$ cat config.mk
export PLATFORM = sky130hd
export DESIGN_NAME = hash_pool_random_generator_unit_flat
export DESIGN_NICKNAME = d
export VERILOG_FILES = /design/src/hdl/hprg_pkg.sv /design/src/hdl/hprg_if.sv /design/src/hdl/hash_pool_random_generator_unit.sv /design/src/hdl/hprg_core.sv /design/src/flat_wrapper.sv
export SDC_FILE = /design/constraint.sdc
export NUM_CORES = 2
export LEC_CHECK = 0
export BUFFER_PORTS_ARGS = -buffer_cell sky130_fd_sc_hd__buf_2
export CORE_ASPECT_RATIO = 2
export CORE_MARGIN = 10
export CORE_UTILIZATION = 45
export CTS_CLUSTER_DIAMETER = 40
export DETAILED_ROUTE_END_ITERATION = 7
export GPL_TIMING_DRIVEN = 1
export PLACE_DENSITY = 0.69
export SLEW_MARGIN = 5
export SYNTH_ARGS = -nofsm -noshare
export SYNTH_HDL_FRONTEND = slang
export SYNTH_HIERARCHICAL = 1
export SYNTH_SLANG_ARGS = --single-unit
export TNS_END_PERCENT = 100
$ cat constraint.sdc
create_clock -name clock -period 32.5 [get_ports clock]
set_clock_uncertainty 0.2 [all_clocks]
set_input_delay 9.75 -clock clock [delete_from_list [all_inputs] [get_ports clock]]
set_output_delay 9.75 -clock clock [all_outputs]
set_load 0.02 [all_outputs]
$ cat src/hdl/hprg_pkg.sv
// ----------------------------------------------------------------------------
// hprg_pkg - shared types and constants of the hash pool random generator
// Round constants of the compression function and the beat payload types.
// ----------------------------------------------------------------------------
`default_nettype none
package hprg_pkg;

   typedef struct packed {
      logic [63:0] entropy_word_3;
      logic [63:0] entropy_word_2;
      logic [63:0] entropy_word_1;
      logic [63:0] entropy_word_0;
      logic [5:0]  bytes_wanted;
   } req_type;

   typedef struct packed {
      logic [63:0] random_word_3;
      logic [63:0] random_word_2;
      logic [63:0] random_word_1;
      logic [63:0] random_word_0;
      logic [5:0]  valid_bytes;
   } rsp_type;

   localparam logic [5:0] DIGEST_BYTES = 6'd32;

   localparam logic [255:0] IV = {
      32'h6a09e667, 32'hbb67ae85, 32'h3c6ef372, 32'ha54ff53a,
      32'h510e527f, 32'h9b05688c, 32'h1f83d9ab, 32'h5be0cd19};

   function automatic logic [31:0] round_k(input logic [5:0] i);
      logic [31:0] k;
      case (i)
         6'd0: k = 32'h428a2f98; 6'd1: k = 32'h71374491; 6'd2: k = 32'hb5c0fbcf;
         6'd3: k = 32'he9b5dba5; 6'd4: k = 32'h3956c25b; 6'd5: k = 32'h59f111f1;
         6'd6: k = 32'h923f82a4; 6'd7: k = 32'hab1c5ed5; 6'd8: k = 32'hd807aa98;
         6'd9: k = 32'h12835b01; 6'd10: k = 32'h243185be; 6'd11: k = 32'h550c7dc3;
         6'd12: k = 32'h72be5d74; 6'd13: k = 32'h80deb1fe; 6'd14: k = 32'h9bdc06a7;
         6'd15: k = 32'hc19bf174; 6'd16: k = 32'he49b69c1; 6'd17: k = 32'hefbe4786;
         6'd18: k = 32'h0fc19dc6; 6'd19: k = 32'h240ca1cc; 6'd20: k = 32'h2de92c6f;
         6'd21: k = 32'h4a7484aa; 6'd22: k = 32'h5cb0a9dc; 6'd23: k = 32'h76f988da;
         6'd24: k = 32'h983e5152; 6'd25: k = 32'ha831c66d; 6'd26: k = 32'hb00327c8;
         6'd27: k = 32'hbf597fc7; 6'd28: k = 32'hc6e00bf3; 6'd29: k = 32'hd5a79147;
         6'd30: k = 32'h06ca6351; 6'd31: k = 32'h14292967; 6'd32: k = 32'h27b70a85;
         6'd33: k = 32'h2e1b2138; 6'd34: k = 32'h4d2c6dfc; 6'd35: k = 32'h53380d13;
         6'd36: k = 32'h650a7354; 6'd37: k = 32'h766a0abb; 6'd38: k = 32'h81c2c92e;
         6'd39: k = 32'h92722c85; 6'd40: k = 32'ha2bfe8a1; 6'd41: k = 32'ha81a664b;
         6'd42: k = 32'hc24b8b70; 6'd43: k = 32'hc76c51a3; 6'd44: k = 32'hd192e819;
         6'd45: k = 32'hd6990624; 6'd46: k = 32'hf40e3585; 6'd47: k = 32'h106aa070;
         6'd48: k = 32'h19a4c116; 6'd49: k = 32'h1e376c08; 6'd50: k = 32'h2748774c;
         6'd51: k = 32'h34b0bcb5; 6'd52: k = 32'h391c0cb3; 6'd53: k = 32'h4ed8aa4a;
         6'd54: k = 32'h5b9cca4f; 6'd55: k = 32'h682e6ff3; 6'd56: k = 32'h748f82ee;
         6'd57: k = 32'h78a5636f; 6'd58: k = 32'h84c87814; 6'd59: k = 32'h8cc70208;
         6'd60: k = 32'h90befffa; 6'd61: k = 32'ha4506ceb; 6'd62: k = 32'hbef9a3f7;
         default: k = 32'hc67178f2;
      endcase
      return k;
   endfunction

   // byte-swap a 64-bit word: little-endian packing to message byte order
   function automatic logic [63:0] bswap64(input logic [63:0] v);
      logic [63:0] r;
      for (int i = 0; i < 8; i++) r[8*i +: 8] = v[8*(7-i) +: 8];
      return r;
   endfunction

endpackage
`default_nettype wire

$ cat src/hdl/hprg_if.sv
// ----------------------------------------------------------------------------
// hprg_req_if / hprg_rsp_if - valid/ready channels of the generator
// One beat moves when valid and ready are both high at a rising edge.
// ----------------------------------------------------------------------------
`default_nettype none
interface hprg_req_if;
   logic              valid;
   logic              ready;
   hprg_pkg::req_type payload;
   modport source (output valid, output payload, input ready);
   modport sink (input valid, input payload, output ready);
endinterface

interface hprg_rsp_if;
   logic              valid;
   logic              ready;
   hprg_pkg::rsp_type payload;
   modport source (output valid, output payload, input ready);
   modport sink (input valid, input payload, output ready);
endinterface
`default_nettype wire

$ cat src/hdl/hash_pool_random_generator_unit.sv
// ----------------------------------------------------------------------------
// hash_pool_random_generator_unit - hash pool random generator
// Stirs fresh entropy into a 256-bit pool and emits one 32-byte digest.
//
// req channel: four 64-bit entropy words and a byte count 0 to 63, capped at 32.
// rsp channel: four 64-bit random words, bytes past valid_bytes zeroed.
// Each request bumps a 64-bit counter, replaces the pool with the hash of
// pool, entropy and counter (two blocks), then hashes pool and counter
// (one block) for the output. One compression engine at one round a
// cycle runs three times per request, once for each block. A zero count
// gives an all-zero response on the next cycle and leaves the state alone.
// req_ready is high only when idle; the response register holds until
// rsp_ready and the next request is taken only after it leaves.
// Reset clears pool and counter and drops rsp_valid.
// ----------------------------------------------------------------------------
`default_nettype none
module hash_pool_random_generator_unit (
   input  wire logic clock,
   input  wire logic reset,
   hprg_req_if.sink  req,
   hprg_rsp_if.source rsp
);
   localparam logic [2:0] ST_IDLE = 3'd0, ST_B1 = 3'd1, ST_B2 = 3'd2, ST_B3 = 3'd3,
                          ST_OUT = 3'd4, ST_B4 = 3'd5;

   logic [2:0]   state_ff, state_in;
   logic [255:0] pool_ff, pool_in, chain_ff, chain_in;
   logic [63:0]  cnt_ff, cnt_in;
   logic [255:0] ent_ff, ent_in;
   logic [5:0]   want_ff, want_in;
   hprg_pkg::rsp_type rsp_ff, rsp_in;
   logic         start;
   logic [511:0] block;
   logic         done;
   logic [255:0] digest;
   logic [255:0] le_dig, masked;
   logic [63:0]  cnt_be;
   logic [5:0]   wsat;

   hprg_core u_core (.clock(clock), .reset(reset), .start(start), .chain(chain_in),
                     .block(block), .done(done), .digest(digest));

   assign cnt_be = hprg_pkg::bswap64(cnt_ff);
   assign wsat = (req.payload.bytes_wanted > hprg_pkg::DIGEST_BYTES)
                 ? hprg_pkg::DIGEST_BYTES : req.payload.bytes_wanted;

   always_comb begin
      // digest is big-endian byte stream; repack into little-endian words
      for (int i = 0; i < 32; i++) le_dig[8*i +: 8] = digest[255-8*i -: 8];
      for (int i = 0; i < 32; i++)
         masked[8*i +: 8] = (6'(i) < want_ff) ? le_dig[8*i +: 8] : 8'h00;
   end

   always_comb begin
      state_in = state_ff; pool_in = pool_ff; cnt_in = cnt_ff; chain_in = chain_ff;
      ent_in = ent_ff; want_in = want_ff; rsp_in = rsp_ff;
      start = 1'b0;
      block = '0;
      case (state_ff)
         ST_IDLE: begin
            if (req.valid) begin
               if (req.payload.bytes_wanted == 6'd0) begin
                  rsp_in = '0;
                  state_in = ST_OUT;
               end else begin
                  ent_in = {req.payload.entropy_word_3, req.payload.entropy_word_2,
                            req.payload.entropy_word_1, req.payload.entropy_word_0};
                  want_in = wsat;
                  cnt_in = cnt_ff + 64'd1;
                  chain_in = hprg_pkg::IV;
                  state_in = ST_B1;
               end
            end
         end
         ST_B1: begin
            // pool and entropy, message bytes 0..63
            for (int i = 0; i < 4; i++) begin
               block[511-64*i -: 64] = hprg_pkg::bswap64(pool_ff[64*i +: 64]);
               block[255-64*i -: 64] = hprg_pkg::bswap64(ent_ff[64*i +: 64]);
            end
            start = 1'b1;
            state_in = ST_B2;
         end
         ST_B2: begin
            if (done) begin
               chain_in = digest;
               block = {cnt_be, 8'h80, 376'd0, 64'd576};
               start = 1'b1;
               state_in = ST_B3;
            end
         end
         ST_B3: begin
            if (done) begin
               pool_in = le_dig;
               chain_in = hprg_pkg::IV;
               block = {digest, cnt_be, 8'h80, 120'd0, 64'd320};
               start = 1'b1;
               state_in = ST_B4;
            end
         end
         ST_B4: begin
            if (done) begin
               rsp_in = {masked[255:192], masked[191:128], masked[127:64], masked[63:0],
                         want_ff};
               state_in = ST_OUT;
            end
         end
         ST_OUT: begin
            if (rsp.ready) state_in = ST_IDLE;
         end
         default: state_in = ST_IDLE;
      endcase
   end

   always_ff @(posedge clock) begin
      chain_ff <= chain_in;
      ent_ff <= ent_in;
      want_ff <= want_in;
      rsp_ff <= rsp_in;
      if (reset) begin
         state_ff <= ST_IDLE;
         pool_ff <= '0;
         cnt_ff <= '0;
      end else begin
         state_ff <= state_in;
         pool_ff <= pool_in;
         cnt_ff <= cnt_in;
      end
   end

   assign req.ready = (state_ff == ST_IDLE);
   assign rsp.valid = (state_ff == ST_OUT);
   assign rsp.payload = rsp_ff;
endmodule
`default_nettype wire

$ cat src/hdl/hprg_core.sv
// ----------------------------------------------------------------------------
// hprg_core - one-round-per-cycle compression engine
// Runs 64 rounds over a 512-bit block with a rolling 16-word schedule and
// adds the chaining value at the end.
// ----------------------------------------------------------------------------
`default_nettype none
module hprg_core (
   input  wire logic         clock,
   input  wire logic         reset,
   input  wire logic         start,
   input  wire logic [255:0] chain,
   input  wire logic [511:0] block,
   output logic              done,
   output logic [255:0]      digest
);
   logic [31:0]  w_ff [16];
   logic [31:0]  w_in [16];
   logic [31:0]  s_ff [8];
   logic [31:0]  s_in [8];
   logic [255:0] chain_ff, chain_in;
   logic [5:0]   rnd_ff, rnd_in;
   logic         busy_ff, busy_in, done_ff, done_in;
   logic [31:0]  t1, t2, s0, s1, wn;

   always_comb begin
      t1 = s_ff[7] + ({s_ff[4][5:0], s_ff[4][31:6]} ^ {s_ff[4][10:0], s_ff[4][31:11]}
           ^ {s_ff[4][24:0], s_ff[4][31:25]}) + ((s_ff[4] & s_ff[5]) ^ (~s_ff[4] & s_ff[6]))
           + hprg_pkg::round_k(rnd_ff) + w_ff[0];
      t2 = ({s_ff[0][1:0], s_ff[0][31:2]} ^ {s_ff[0][12:0], s_ff[0][31:13]}
           ^ {s_ff[0][21:0], s_ff[0][31:22]})
           + ((s_ff[0] & s_ff[1]) ^ (s_ff[0] & s_ff[2]) ^ (s_ff[1] & s_ff[2]));
      s0 = {w_ff[1][6:0], w_ff[1][31:7]} ^ {w_ff[1][17:0], w_ff[1][31:18]} ^ (w_ff[1] >> 3);
      s1 = {w_ff[14][16:0], w_ff[14][31:17]} ^ {w_ff[14][18:0], w_ff[14][31:19]}
           ^ (w_ff[14] >> 10);
      wn = w_ff[0] + s0 + w_ff[9] + s1;
      w_in = w_ff; s_in = s_ff; chain_in = chain_ff;
      rnd_in = rnd_ff; busy_in = busy_ff; done_in = 1'b0;
      if (start) begin
         for (int i = 0; i < 16; i++) w_in[i] = block[511-32*i -: 32];
         for (int i = 0; i < 8; i++) s_in[i] = chain[255-32*i -: 32];
         chain_in = chain;
         rnd_in = 6'd0;
         busy_in = 1'b1;
      end else if (busy_ff) begin
         for (int i = 0; i < 15; i++) w_in[i] = w_ff[i+1];
         w_in[15] = wn;
         s_in[7] = s_ff[6]; s_in[6] = s_ff[5]; s_in[5] = s_ff[4];
         s_in[4] = s_ff[3] + t1;
         s_in[3] = s_ff[2]; s_in[2] = s_ff[1]; s_in[1] = s_ff[0];
         s_in[0] = t1 + t2;
         rnd_in = rnd_ff + 6'd1;
         if (rnd_ff == 6'd63) begin
            busy_in = 1'b0;
            done_in = 1'b1;
         end
      end
   end

   always_ff @(posedge clock) begin
      w_ff <= w_in;
      s_ff <= s_in;
      chain_ff <= chain_in;
      rnd_ff <= rnd_in;
      if (reset) begin
         busy_ff <= 1'b0;
         done_ff <= 1'b0;
      end else begin
         busy_ff <= busy_in;
         done_ff <= done_in;
      end
   end

   always_comb begin
      for (int i = 0; i < 8; i++)
         digest[255-32*i -: 32] = chain_ff[255-32*i -: 32] + s_ff[i];
   end
   assign done = done_ff;
endmodule
`default_nettype wire

$ cat src/flat_wrapper.sv
// flat-port wrapper written by rule: the top's interface ports become plain ports
module hash_pool_random_generator_unit_flat 
  (clock, reset, req_valid, req_payload, req_ready, rsp_valid, rsp_payload, rsp_ready);
  hprg_req_if req_i ();
  hprg_rsp_if rsp_i ();
  input  wire logic clock;
  input  wire logic reset;
  input wire logic [$bits(req_i.valid)-1:0] req_valid;
  input wire logic [$bits(req_i.payload)-1:0] req_payload;
  output wire logic [$bits(req_i.ready)-1:0] req_ready;
  output wire logic [$bits(rsp_i.valid)-1:0] rsp_valid;
  output wire logic [$bits(rsp_i.payload)-1:0] rsp_payload;
  input wire logic [$bits(rsp_i.ready)-1:0] rsp_ready;
  assign req_i.valid = req_valid;
  assign req_i.payload = req_payload;
  assign req_ready = req_i.ready;
  assign rsp_valid = rsp_i.valid;
  assign rsp_payload = rsp_i.payload;
  assign rsp_i.ready = rsp_ready;
  hash_pool_random_generator_unit u_core (.clock(clock), .reset(reset), .req(req_i), .rsp(rsp_i));
endmodule
==> out/qor.csv <==
metric,value,unit
outcome,"complete, no violations",
Setup CP Type,in2reg,
Compound-Gate Fraction of Synth Area,12.0,%
vias in the first global route,83949,
H-Tree Depth,4,
initial antenna violation count,54,
"most common cell after layout, fill and taps aside",edfxtp_1,
port buffer count,529,
Worst Hold Class,reg2reg,
"area leader, netlist",edfxtp_1,
Layout Area Growth over Synthesis,12.3,%
"commonest non-fill, non-tap cells in the layout","1,548 x edfxtp_1, 1,489 x nand2_1, 678 x mux2_2, 621 x a21oi_1, 618 x dfxtp_1",
grt ovf,0,
final net count,11448,
Worst-Margin Slew,1.40,ns
HPWL Detailed,346000,um
gpl congestion,1.05,
Final Instance Area,126000,um2
Synth Area in Simple Gates,12.4,%
CP max-delay cell,nor4_2,
CP startpoint kind,input pin,
YS warnings,6,
post-synthesis sequential area ratio,52.3,%
largest family of logic cells by synthesized area,simple AND/OR/NAND/NOR gates,
layout cells sized above 1,16.6,%
Post-Synth XOR/XNOR Area,4.46,%
wire length of the first global-routing pass,632000,um
number of max-cap violations,0,
cell breakdown of the critical path,"buf_2, nor4_2, buf_4, and2_1, nand4_1, a21oi_4, buf_4, buf_4",
largest net degree at the start of global routing,212,
initial drt markers,8790,
sum of negative setup slack,0,ns
Setup Buffers After CTS,0,
Slew Limit Fails,0,
Worst EP required,32.78,ns
"EDFF count, synth",1548,
placed cell areas,119000,um2
Synth Register Bits,2167,
Clock Tree Buf Depth,4,
initial core utilization,45.2,%
vias post-DR,85130,
mux cell area share after synthesis,7.52,%
Relative slew margins,6.99,%
synth unique cells,102,
cells after synthesis,10203,
FMAX,0.0724,GHz
WP data arrival,14.10,ns
clk root buf,clkbuf_16,
Worst-path clk slew,0.06,ns
Final Cycle Share,42.5,%
"Async S/R FF share, synth",0,%
post-synth top area share,41.3,%
clock sink total,2167,
gr usage total,32.6,%
vias per std cell,6.04,
Placement Rows,259,
RSZ-0062 raised after global routing,no,
crit-path max FO,65,
post-route ant nets,0,
die height,727,um
ranking of synthesized cells by area,"edfxtp_1 41%, dfxtp_1 11%, mux2_2 6.8%",
adder-cell share of the synthesized area,7.83,%
drt pass-1 iters,6,
Top Ports,530,
TritonCTS Buffers,221,
Post-CTS Hold Buffers,0,
Crit path largest cell delay,0.99,ns
net count after synthesis,11054,
Crit path max-delay family,buffers and inverters,
Crit path top cell by count,buf_4,
clk_lat worst skew,0.93,ns
Crit. End Element,flip-flop,
placeable core area,249000,um2
mean area per synthesized cell,11.0,um2
prevailing post-synth register cell,edfxtp_1,
CTS tree,yes,
chip width,374,um
PostCTS Resize Cnt,0,
final setup fails,0,
WL final,459000,um
WP buf/inv,4,
Die ar.,272000,um2
min Tclk post-route,13.81,ns
final hold vios,0,
mapped cell area,113000,um2
routed len/inst,32.6,um
# DRC,0,
==> sequential cells by signal, summed over array words and instances (netlist names), 6 cells and up, named ones only <==
| register | count |
|---|---|
| u_core/u_core/w_ff | 512 |
| u_core/rsp.payload | 262 |
| u_core/chain_ff | 256 |
| u_core/ent_ff | 256 |
| u_core/pool_ff | 256 |
| u_core/u_core/chain_ff | 256 |
| u_core/u_core/s_ff | 256 |
| u_core/cnt_ff | 64 |
| u_core/u_core/rnd_ff | 6 |
| u_core/want_ff | 6 |
==> per-stage QoR <==
| stage | setup slack (ns) | hold slack (ns) | util (%) | cells |
|---|---|---|---|---|
| after floorplan | 8.09 | 0.237 | - | 10203 |
| after global placement | 17.96 | 0.241 | 47.7 | 13636 |
| after detailed placement | 17.89 | 0.247 | 47.7 | 13636 |
| after CTS | 18.81 | 0.254 | 50.7 | 14042 |
| after global routing | 18.51 | 0.269 | 50.8 | 14077 |
| final | 18.69 | 0.254 | 50.8 | 14101 |
==> cells in the mapped netlist (all sizes together), types with 66 or more instances <==
master and number:
a21o 170, a22o 179, nand2 1493, nand4 71
ha 390, nand2b 66, xor2 251, nor2 318
a21oi 625, nor3 121, or3 73, clkbuf 432
o22ai 145, o21ai 455, edfxtp 1548, xnor2 320
inv 532, nand3 126, dfxtp 619, o21a 71
nor2b 89, mux2i 78, and2 433, a211oi 88
fa 195, mux2 680
==> final timing paths <==
check                               start                      end  slack [ns]  cells past startpoint
hold / removal        u_core/pool_ff[215]      u_core/pool_ff[215]        0.25                      2
hold reg to reg       u_core/pool_ff[215]      u_core/pool_ff[215]        0.25                      2
setup / recovery           req_payload[1]   u_core/rsp.payload[44]       18.69                      8
setup reg to reg  u_core/u_core/s_ff[114]  u_core/u_core/s_ff[255]       22.55                     31
==> layer usage <==
layer	GRT usage (%)	routed length, um
met1	33.3	149000
met3	6.22	33600
met5	0	69
met4	32.9	57800
met2	54.9	219000
==> layout make-up <==
class,instances,area (um2)
fillers,22211,122000
inverters,534,2020
clock inverters,133,1480
flip-flops and latches,2167,58900
multi-input cells,7005,50000
well taps,3262,4080
diodes,59,148
repair buffers,668,3810
clock buffers,273,5970
==> worst register-to-register path, delay by kind of cell, from the launching register on <==
family                   cells  cell delay (ns)
AO/OA/AOI/OAI                8             1.61
AND/OR/NAND/NOR              5             0.90
flip-flops                   1             1.09
multiplexers                 1             0.28
adder cells (fa/ha/maj)      6             2.76
XOR/XNOR                     5             2.26
buffers and inverters        6             0.58
==> logic make-up after synthesis <==
group | count (synthesis)
AO/OA/AOI/OAI | 2113
multiplexers | 759
adder cells (fa/ha/maj) | 588
flip-flops | 2167
AND/OR/NAND/NOR | 2973
buffers and inverters | 1031
XOR/XNOR | 572
Power is not shown: default switching activity piles up to over one toggle a cycle in this logic, so the estimate is an artifact.
